**src/sv/mfm_pkg.sv**
```systemverilog
// ----------------------------------------------------------------------------
// Median-filtered minimum: shared package
// Common constants, the read-operation codes, and the command and status
// structs that pass between the controller and the datapath.
// ----------------------------------------------------------------------------
package mfm_pkg;

  // Default capacity of the day store.
  localparam int MAX_DAYS_DEF = 64;

  // Width of one day number.
  localparam int DAY_W = 16;

  // Operation tag that travels with a store read and tells the datapath
  // what to do with the data when the registered read returns it on the next cycle.
  typedef enum logic [2:0] {
    OP_NONE = 3'd0,
    OP_CAND = 3'd1,
    OP_CNT  = 3'd2,
    OP_SUM  = 3'd3,
    OP_SCAN = 3'd4
  } rd_op_t;

  // Commands from the controller to the datapath.
  typedef struct packed {
    logic   load;      // an input transaction is taken this cycle
    logic   clr_cnt;   // clear the below and same counters
    logic   take_med;  // candidate becomes the median
    logic   emit;      // write the result register and clear the set
    rd_op_t op;        // operation for the read issued this cycle
  } mfm_cmd_t;

  // Status from the datapath to the controller.
  typedef struct packed {
    logic hit;         // candidate has the median rank
    logic out_busy;    // result register is full and stalled
  } mfm_stat_t;

endpackage

```
**src/sv/mfm_datapath.sv**
```systemverilog
// ----------------------------------------------------------------------------
// Median-filtered minimum: datapath
// Day store, set counters, rank counters, distance sum, scan and the
// result register.
// ----------------------------------------------------------------------------
module mfm_datapath #(
  parameter  int MAX_DAYS = mfm_pkg::MAX_DAYS_DEF,
  localparam int IDX_W    = (MAX_DAYS > 1) ? $clog2(MAX_DAYS) : 1,
  localparam int CNT_W    = $clog2(MAX_DAYS + 1)
) (
  input  logic                    clk,
  input  logic                    rst_n,
  input  mfm_pkg::mfm_cmd_t       cmd,
  input  logic [IDX_W-1:0]        rd_addr,
  input  logic [mfm_pkg::DAY_W-1:0] in_day,
  input  logic                    in_has_day,
  input  logic                    out_stall,
  output mfm_pkg::mfm_stat_t      stat,
  output logic [CNT_W-1:0]        count,
  output logic                    out_valid,
  output logic [mfm_pkg::DAY_W-1:0] out_min_day,
  output logic                    out_found,
  output logic                    out_overflowed
);
  import mfm_pkg::*;

  localparam int TOT_W = DAY_W + CNT_W;

  logic [DAY_W-1:0] mem [MAX_DAYS];
  logic [DAY_W-1:0] rd_data_r;
  rd_op_t           rd_op_r;

  logic [CNT_W-1:0] count_r, count_nxt;
  logic             ovf_r, ovf_nxt;
  logic [CNT_W-1:0] below_r, below_nxt;
  logic [CNT_W-1:0] same_r, same_nxt;
  logic [DAY_W-1:0] cand_r, cand_nxt;
  logic [DAY_W-1:0] med_r, med_nxt;
  logic [DAY_W-1:0] best_r, best_nxt;
  logic [TOT_W-1:0] total_r, total_nxt;

  logic             out_valid_r, out_valid_nxt;
  logic [DAY_W-1:0] out_min_day_r, out_min_day_nxt;
  logic             out_found_r, out_found_nxt;
  logic             out_ovf_r, out_ovf_nxt;

  logic             full;
  logic             wr_en;
  logic [DAY_W-1:0] gap;
  logic [TOT_W-1:0] prod;
  logic [CNT_W-1:0] rank_k;
  logic [CNT_W:0]   upper;

  assign full  = (count_r == CNT_W'(MAX_DAYS));
  assign wr_en = cmd.load && in_has_day && !full;

  // Store write at the fill position, registered read for the passes.
  always_ff @(posedge clk) begin
    if (wr_en) begin
      mem[count_r[IDX_W-1:0]] <= in_day;
    end
    if (cmd.op != OP_NONE) begin
      rd_data_r <= mem[rd_addr];
    end
  end

  assign gap    = (rd_data_r >= med_r) ? (rd_data_r - med_r) : (med_r - rd_data_r);
  assign prod   = TOT_W'(gap) * TOT_W'(count_r);
  assign rank_k = count_r >> 1;
  assign upper  = (CNT_W+1)'(below_r) + (CNT_W+1)'(same_r);

  assign stat.hit      = (below_r <= rank_k) && ((CNT_W+1)'(rank_k) < upper);
  assign stat.out_busy = out_valid_r && out_stall;

  always_comb begin
    count_nxt       = count_r;
    ovf_nxt         = ovf_r;
    below_nxt       = below_r;
    same_nxt        = same_r;
    cand_nxt        = cand_r;
    med_nxt         = med_r;
    best_nxt        = best_r;
    total_nxt       = total_r;
    out_valid_nxt   = out_valid_r && out_stall;
    out_min_day_nxt = out_min_day_r;
    out_found_nxt   = out_found_r;
    out_ovf_nxt     = out_ovf_r;

    if (cmd.load && in_has_day) begin
      if (full) begin
        ovf_nxt = 1'b1;
      end else begin
        count_nxt = count_r + CNT_W'(1);
      end
    end

    if (cmd.clr_cnt) begin
      below_nxt = '0;
      same_nxt  = '0;
    end

    if (cmd.take_med) begin
      med_nxt   = cand_r;
      best_nxt  = cand_r;
      total_nxt = '0;
    end

    unique case (rd_op_r)
      OP_CAND: cand_nxt = rd_data_r;
      OP_CNT: begin
        if (rd_data_r < cand_r) begin
          below_nxt = below_r + CNT_W'(1);
        end else if (rd_data_r == cand_r) begin
          same_nxt = same_r + CNT_W'(1);
        end
      end
      OP_SUM:  total_nxt = total_r + TOT_W'(gap);
      OP_SCAN: begin
        if ((rd_data_r < best_r) && (prod <= total_r)) begin
          best_nxt = rd_data_r;
        end
      end
      default: ;
    endcase

    if (cmd.emit) begin
      out_valid_nxt   = 1'b1;
      out_found_nxt   = (count_r != '0);
      out_min_day_nxt = (count_r != '0) ? best_r : '0;
      out_ovf_nxt     = ovf_r;
      count_nxt       = '0;
      ovf_nxt         = 1'b0;
    end
  end

  always_ff @(posedge clk) begin
    if (!rst_n) begin
      count_r     <= '0;
      ovf_r       <= 1'b0;
      rd_op_r     <= OP_NONE;
      out_valid_r <= 1'b0;
    end else begin
      count_r     <= count_nxt;
      ovf_r       <= ovf_nxt;
      rd_op_r     <= cmd.op;
      out_valid_r <= out_valid_nxt;
    end
  end

  always_ff @(posedge clk) begin
    below_r       <= below_nxt;
    same_r        <= same_nxt;
    cand_r        <= cand_nxt;
    med_r         <= med_nxt;
    best_r        <= best_nxt;
    total_r       <= total_nxt;
    out_min_day_r <= out_min_day_nxt;
    out_found_r   <= out_found_nxt;
    out_ovf_r     <= out_ovf_nxt;
  end

  assign count          = count_r;
  assign out_valid      = out_valid_r;
  assign out_min_day    = out_min_day_r;
  assign out_found      = out_found_r;
  assign out_overflowed = out_ovf_r;

endmodule

```
**src/sv/mfm_ctrl.sv**
```systemverilog
// ----------------------------------------------------------------------------
// Median-filtered minimum: controller
// Sequences loading, the rank selection passes, the distance sum, the scan
// and the hand-off of the result.
// ----------------------------------------------------------------------------
module mfm_ctrl #(
  parameter  int MAX_DAYS = mfm_pkg::MAX_DAYS_DEF,
  localparam int IDX_W    = (MAX_DAYS > 1) ? $clog2(MAX_DAYS) : 1,
  localparam int CNT_W    = $clog2(MAX_DAYS + 1)
) (
  input  logic               clk,
  input  logic               rst_n,
  input  logic               in_valid,
  input  logic               in_last,
  output logic               in_stall,
  input  mfm_pkg::mfm_stat_t stat,
  input  logic [CNT_W-1:0]   count,
  output mfm_pkg::mfm_cmd_t  cmd,
  output logic [IDX_W-1:0]   rd_addr
);
  import mfm_pkg::*;

  typedef enum logic [10:0] {
    S_LOAD     = 11'b000_0000_0001,
    S_START    = 11'b000_0000_0010,
    S_CAND     = 11'b000_0000_0100,
    S_CNT      = 11'b000_0000_1000,
    S_CNT_END  = 11'b000_0001_0000,
    S_CHECK    = 11'b000_0010_0000,
    S_SUM      = 11'b000_0100_0000,
    S_SUM_END  = 11'b000_1000_0000,
    S_SCAN     = 11'b001_0000_0000,
    S_SCAN_END = 11'b010_0000_0000,
    S_DONE     = 11'b100_0000_0000
  } state_t;

  state_t           state_r, state_nxt;
  logic [IDX_W-1:0] i_r, i_nxt;
  logic [IDX_W-1:0] j_r, j_nxt;
  logic             j_last;

  assign j_last   = ((CNT_W'(j_r) + CNT_W'(1)) == count);
  assign in_stall = (state_r != S_LOAD);

  always_comb begin
    state_nxt    = state_r;
    i_nxt        = i_r;
    j_nxt        = j_r;
    cmd          = '0;
    cmd.op       = OP_NONE;
    rd_addr      = j_r;

    unique case (state_r)
      S_LOAD: begin
        cmd.load = in_valid;
        if (in_valid && in_last) begin
          state_nxt = S_START;
        end
      end
      S_START: begin
        i_nxt     = '0;
        state_nxt = (count == '0) ? S_DONE : S_CAND;
      end
      S_CAND: begin
        rd_addr     = i_r;
        cmd.op      = OP_CAND;
        cmd.clr_cnt = 1'b1;
        j_nxt       = '0;
        state_nxt   = S_CNT;
      end
      S_CNT: begin
        cmd.op = OP_CNT;
        if (j_last) begin
          state_nxt = S_CNT_END;
        end else begin
          j_nxt = j_r + IDX_W'(1);
        end
      end
      S_CNT_END: state_nxt = S_CHECK;
      S_CHECK: begin
        if (stat.hit) begin
          cmd.take_med = 1'b1;
          j_nxt        = '0;
          state_nxt    = S_SUM;
        end else begin
          i_nxt     = i_r + IDX_W'(1);
          state_nxt = S_CAND;
        end
      end
      S_SUM: begin
        cmd.op = OP_SUM;
        if (j_last) begin
          state_nxt = S_SUM_END;
        end else begin
          j_nxt = j_r + IDX_W'(1);
        end
      end
      S_SUM_END: begin
        j_nxt     = '0;
        state_nxt = S_SCAN;
      end
      S_SCAN: begin
        cmd.op = OP_SCAN;
        if (j_last) begin
          state_nxt = S_SCAN_END;
        end else begin
          j_nxt = j_r + IDX_W'(1);
        end
      end
      S_SCAN_END: state_nxt = S_DONE;
      S_DONE: begin
        if (!stat.out_busy) begin
          cmd.emit  = 1'b1;
          state_nxt = S_LOAD;
        end
      end
      default: state_nxt = S_LOAD;
    endcase
  end

  always_ff @(posedge clk) begin
    if (!rst_n) begin
      state_r <= S_LOAD;
    end else begin
      state_r <= state_nxt;
    end
  end

  always_ff @(posedge clk) begin
    i_r <= i_nxt;
    j_r <= j_nxt;
  end

endmodule

```
**src/sv/median_filtered_minimum.sv**
```systemverilog
// ----------------------------------------------------------------------------
// Median-filtered minimum: top level
// Collects a set of day numbers and returns the smallest day that is not an
// outlier with respect to the set's median.
// ----------------------------------------------------------------------------
// Days arrive one transaction per cycle and are written into an internal
// store of MAX_DAYS entries; a day that arrives when the store is full is
// dropped and the result reports overflowed. The transaction marked last
// closes the set (its own day is stored first, if it carries one). The block
// then raises in_stall while it works from the single-port store read: it
// finds the median (the element of sorted rank count/2) by testing
// candidates in store order, one full pass of count reads per candidate,
// then sums the absolute distances to the median in one pass, and in a
// final pass picks the smallest day whose distance times count does not
// exceed that sum. Before it emits, the block may also wait for a previous
// result still held in the output register. An empty set gives min_day 0
// with found low. Loading sustains one transaction per cycle, and a result
// that waits in the output register does not keep the next set from
// loading.
// ----------------------------------------------------------------------------
module median_filtered_minimum #(
  parameter int MAX_DAYS = mfm_pkg::MAX_DAYS_DEF
) (
  input  logic                      clk,
  input  logic                      rst_n,
  input  logic                      in_valid,
  output logic                      in_stall,
  input  logic [mfm_pkg::DAY_W-1:0] in_day,
  input  logic                      in_has_day,
  input  logic                      in_last,
  output logic                      out_valid,
  input  logic                      out_stall,
  output logic [mfm_pkg::DAY_W-1:0] out_min_day,
  output logic                      out_found,
  output logic                      out_overflowed
);
  import mfm_pkg::*;

  localparam int IDX_W = (MAX_DAYS > 1) ? $clog2(MAX_DAYS) : 1;
  localparam int CNT_W = $clog2(MAX_DAYS + 1);

  // Command and status between the sequencer and the datapath.
  mfm_cmd_t         cmd;
  mfm_stat_t        stat;
  logic [IDX_W-1:0] rd_addr;
  logic [CNT_W-1:0] count;

  mfm_ctrl #(
    .MAX_DAYS (MAX_DAYS)
  ) u_ctrl (
    .clk      (clk),
    .rst_n    (rst_n),
    .in_valid (in_valid),
    .in_last  (in_last),
    .in_stall (in_stall),
    .stat     (stat),
    .count    (count),
    .cmd      (cmd),
    .rd_addr  (rd_addr)
  );

  mfm_datapath #(
    .MAX_DAYS (MAX_DAYS)
  ) u_dp (
    .clk            (clk),
    .rst_n          (rst_n),
    .cmd            (cmd),
    .rd_addr        (rd_addr),
    .in_day         (in_day),
    .in_has_day     (in_has_day),
    .out_stall      (out_stall),
    .stat           (stat),
    .count          (count),
    .out_valid      (out_valid),
    .out_min_day    (out_min_day),
    .out_found      (out_found),
    .out_overflowed (out_overflowed)
  );

endmodule

```
**config.mk**
```make
export PLATFORM = sky130hd
export DESIGN_NAME = median_filtered_minimum
export DESIGN_NICKNAME = d
export VERILOG_FILES = /design/src/sv/mfm_pkg.sv /design/src/sv/mfm_datapath.sv /design/src/sv/mfm_ctrl.sv /design/src/sv/median_filtered_minimum.sv
export SDC_FILE = /design/constraint.sdc
export NUM_CORES = 2
export LEC_CHECK = 0
export ABC_CLOCK_PERIOD_IN_PS = 27200
export BUFFER_PORTS_ARGS = -buffer_cell sky130_fd_sc_hd__buf_4
export CAP_MARGIN = 0
export CORE_UTILIZATION = 40
export DETAILED_ROUTE_END_ITERATION = 12
export PLACE_DENSITY = 0.6
export SKIP_CTS_REPAIR_TIMING = 1
export SLEW_MARGIN = 0
export SYNTH_ARGS = -nofsm -noshare
export SYNTH_HDL_FRONTEND = slang
export SYNTH_SLANG_ARGS = --single-unit
```
**constraint.sdc**
```tcl
create_clock -name clk -period 27.2 [get_ports clk]
set_input_delay 2.72 -clock clk [delete_from_list [all_inputs] [get_ports clk]]
set_output_delay 2.72 -clock clk [all_outputs]
set_load 0.01 [all_outputs]
```
==> metrics <==
status finished clean; r2r setup slk 17270 ps; slowest stage cell, crit path a2111oi_0; Pwr per Cell Area 61.5 nW/um^2; clock sink total 1178; nets 4642; DIE AREA 138000 um^2; Final period util 0.365; die height 371 um; Final Hold Vio Count 0; largest net degree at the start of global routing 135; Area Growth Syn to Fin 11.4%; Setup Skew 48.1 ps; Placer Congestion 0.877; final total power 3.73 mW; total wire length 149000 um; clk slew on worst S/H paths 60 ps; max-cap viol count 0; Synth warnings 0; Synth Area per Inst 12.5 um^2; Syn Inst Count 4349; Hold/Removal Path Class flip-flop to flip-flop; DR vias 35400; Synth cell types 79; PortBufs 41; Final HPWL DP 90200 um; initial core utilization 0.406; clock buffer depth 3; drt wl/cell 23.9 um; mapped cell area 54400 um^2; core area 134000 um^2; CTS tree yes; Pre-Repair DR Iteration Count 5; Post-synth ARST share 0; Synth Register Bits 1178; DRC 0; first-pass GRT wire length 219000 um; via/cell ratio 5.66; clock root buffer clkbuf_16; CTS Buf Count 115; Mapped Nets 4610; RSZ-0062 raised after global routing no; EDFF count, synth 1125; Period minus WS final 9930 ps; Top FF cell, synth edfxtp_1; GRT Util Overall 0.214; share of layout cells above drive strength 1 0.0808; CP Launch Type flip-flop; antenna violations before repair 3; Arrival @ worst endpoint 10560 ps; CP max FO 16; grt ovf 0; worst-margin pin slew 1110 ps; vias in the first global route 33300; I/O pin count 42; slew margin rel. 0.258; Rows 134; post-route ant nets 0; H-tree lvl count 3; DR iter-0 viols 3693; Die W 371 um; Final Max Slew Viols 0; # fillers 12100; CP Capture Type flip-flop; fmax 101 MHz; setup tns final 0 ps; maximum vdd drop 0.0000532 V; WP data required 27830 ps; Seq/Total Area, Yosys 0.640; final number of setup-violating endpoints 0; crit path kind flip-flop to flip-flop; Pleak 22.1 nW; Skew-Pair Late Insertion Delay 740 ps; max incr delay on CP 740 ps
[synthesized netlist by cell type (all sizes together) (13+ instances only)]
cell type  instances  area share
edfxtp          1125        0.62
nand2            717       0.049
a21oi            292       0.027
inv              254       0.018
nor2             213       0.015
nand3            173       0.016
ha               166       0.038
mux2i            166       0.031
clkbuf           151       0.010
a22oi            116       0.016
buf               82      0.0076
a211oi            80       0.011
fa                73       0.027
a2111oi           56      0.0092
a32oi             53      0.0085
dfxtp             53       0.019
a21o              51      0.0070
and2              50      0.0057
xnor2             49      0.0079
nand4             47      0.0054
nor3              47      0.0043
a31oi             41      0.0048
o21ai             40      0.0037
xor2              22      0.0035
nand2b            20      0.0023
a211o             19      0.0031
mux2              16      0.0034
o211ai            16      0.0022
and3              15      0.0017
nor4              14      0.0019
or3               13      0.0015
[per-stage QoR]
| step | setup slack, ps | hold slack (ps) | cells | utilization | instance area, um^2 |
|---|---|---|---|---|---|
| 2_1_floorplan | 17910 | 409 | 4349 | - | 54400 |
| 3_3_place_gp | 17510 | 439 | 6032 | 0.424 | 56900 |
| 3_5_place_dp | 17380 | 456 | 6032 | 0.424 | 56900 |
| 4_1_cts | 17300 | 455 | 6246 | 0.452 | 60600 |
| 5_1_grt | 16530 | 464 | 6247 | 0.452 | 60600 |
| 6_report | 17270 | 456 | 6250 | 0.452 | 60600 |
[critical path, delay by kind of cell, from the launching register on]
family,cells,cell delay (ps)
and+or+nand+nor,5,1030
DFF,1,420
xor gates and xnor gates,2,660
muxes,2,660
adders and majority gates,8,3290
buffers and inverters,7,880
AOI/OAI and AO/OA,12,2870
[cell type report]
type	instances	area (um^2)	share of cell area
clock buffers	146	3030	0.0499
clock inverters	68	664	0.0110
flip-flops and latches	1178	34800	0.575
repair buffers	148	1140	0.0187
multi-input cells	2682	17800	0.293
well taps	1768	2210	0.0365
diodes	4	10.0	0.000165
inverters	256	961	0.0159
[registers in the layout (all words and copies together), names as in the netlist, 6 cells and up]
register          flops
u_dp.mem           1024
u_dp.count            7
u_dp.out_min_day     16
u_dp.below_r          7
u_dp.total_r         23
u_ctrl.j_r            6
u_dp.rd_data_r       16
u_dp.same_r           7
u_dp.med_r           16
u_dp.best_r          16
u_dp.cand_r          16
u_ctrl.state_r       11
u_ctrl.i_r            6
[metal layers]
layer | global-route usage | part of all wire
met5 | 0 | 0.000087
met4 | 0.0605 | 0.028
met3 | 0.0323 | 0.066
met2 | 0.340 | 0.47
met1 | 0.304 | 0.44
[kinds of logic (layout without fill, tap and decap cells)]
| logic type | after synthesis | after routing | share of synthesized area |
|---|---|---|---|
| buffers and inverters | 489 | 618 | 0.0357 |
| multiplexers | 182 | 182 | 0.0341 |
| XOR/XNOR | 71 | 71 | 0.0114 |
| AO/OA/AOI/OAI | 841 | 841 | 0.105 |
| AND/OR/NAND/NOR | 1349 | 1349 | 0.109 |
| flip-flops | 1178 | 1178 | 0.640 |
| other | 0 | 4 | 0 |
| adder cells (fa/ha/maj) | 239 | 239 | 0.0650 |
[report_power, final]
part / total, mW / switching [mW] / internal, mW
registers: 2.00 / 0.00632 / 1.99
clock network: 1.58 / 0.698 / 0.882
logic: 0.148 / 0.108 / 0.0403
total: 3.73 / 0.812 / 2.92
[placed cells by master, fill, tap and decap left out, types with 73 or more instances in the layout]
| cell type | netlist | layout |
|---|---|---|
| fa_1 | 73 | 73 |
| nand3_1 | 173 | 173 |
| a211oi_1 | 79 | 79 |
| a22oi_1 | 116 | 116 |
| inv_1 | 254 | 254 |
| buf_4 | 2 | 146 |
| clkbuf_16 | 0 | 116 |
| ha_1 | 166 | 166 |
| nor2_1 | 206 | 201 |
| mux2i_1 | 165 | 164 |
| nand2_1 | 717 | 717 |
| a21oi_1 | 292 | 288 |
| edfxtp_1 | 1125 | 1125 |
[final timing paths]
check	start	to	cells after the start
worst max-delay path	u_dp.rd_data_r[0]$_DFFE_PP_	u_dp.best_r[15]$_DFF_P_	36
worst min-delay path	u_dp.cand_r[15]$_DFFE_PN_	u_dp.med_r[15]$_DFFE_PP_	0
worst max register to register	u_dp.rd_data_r[0]$_DFFE_PP_	u_dp.best_r[15]$_DFF_P_	36
worst min register to register	u_dp.cand_r[15]$_DFFE_PN_	u_dp.med_r[15]$_DFFE_PP_	0
Power figures use the tool's default switching activity.
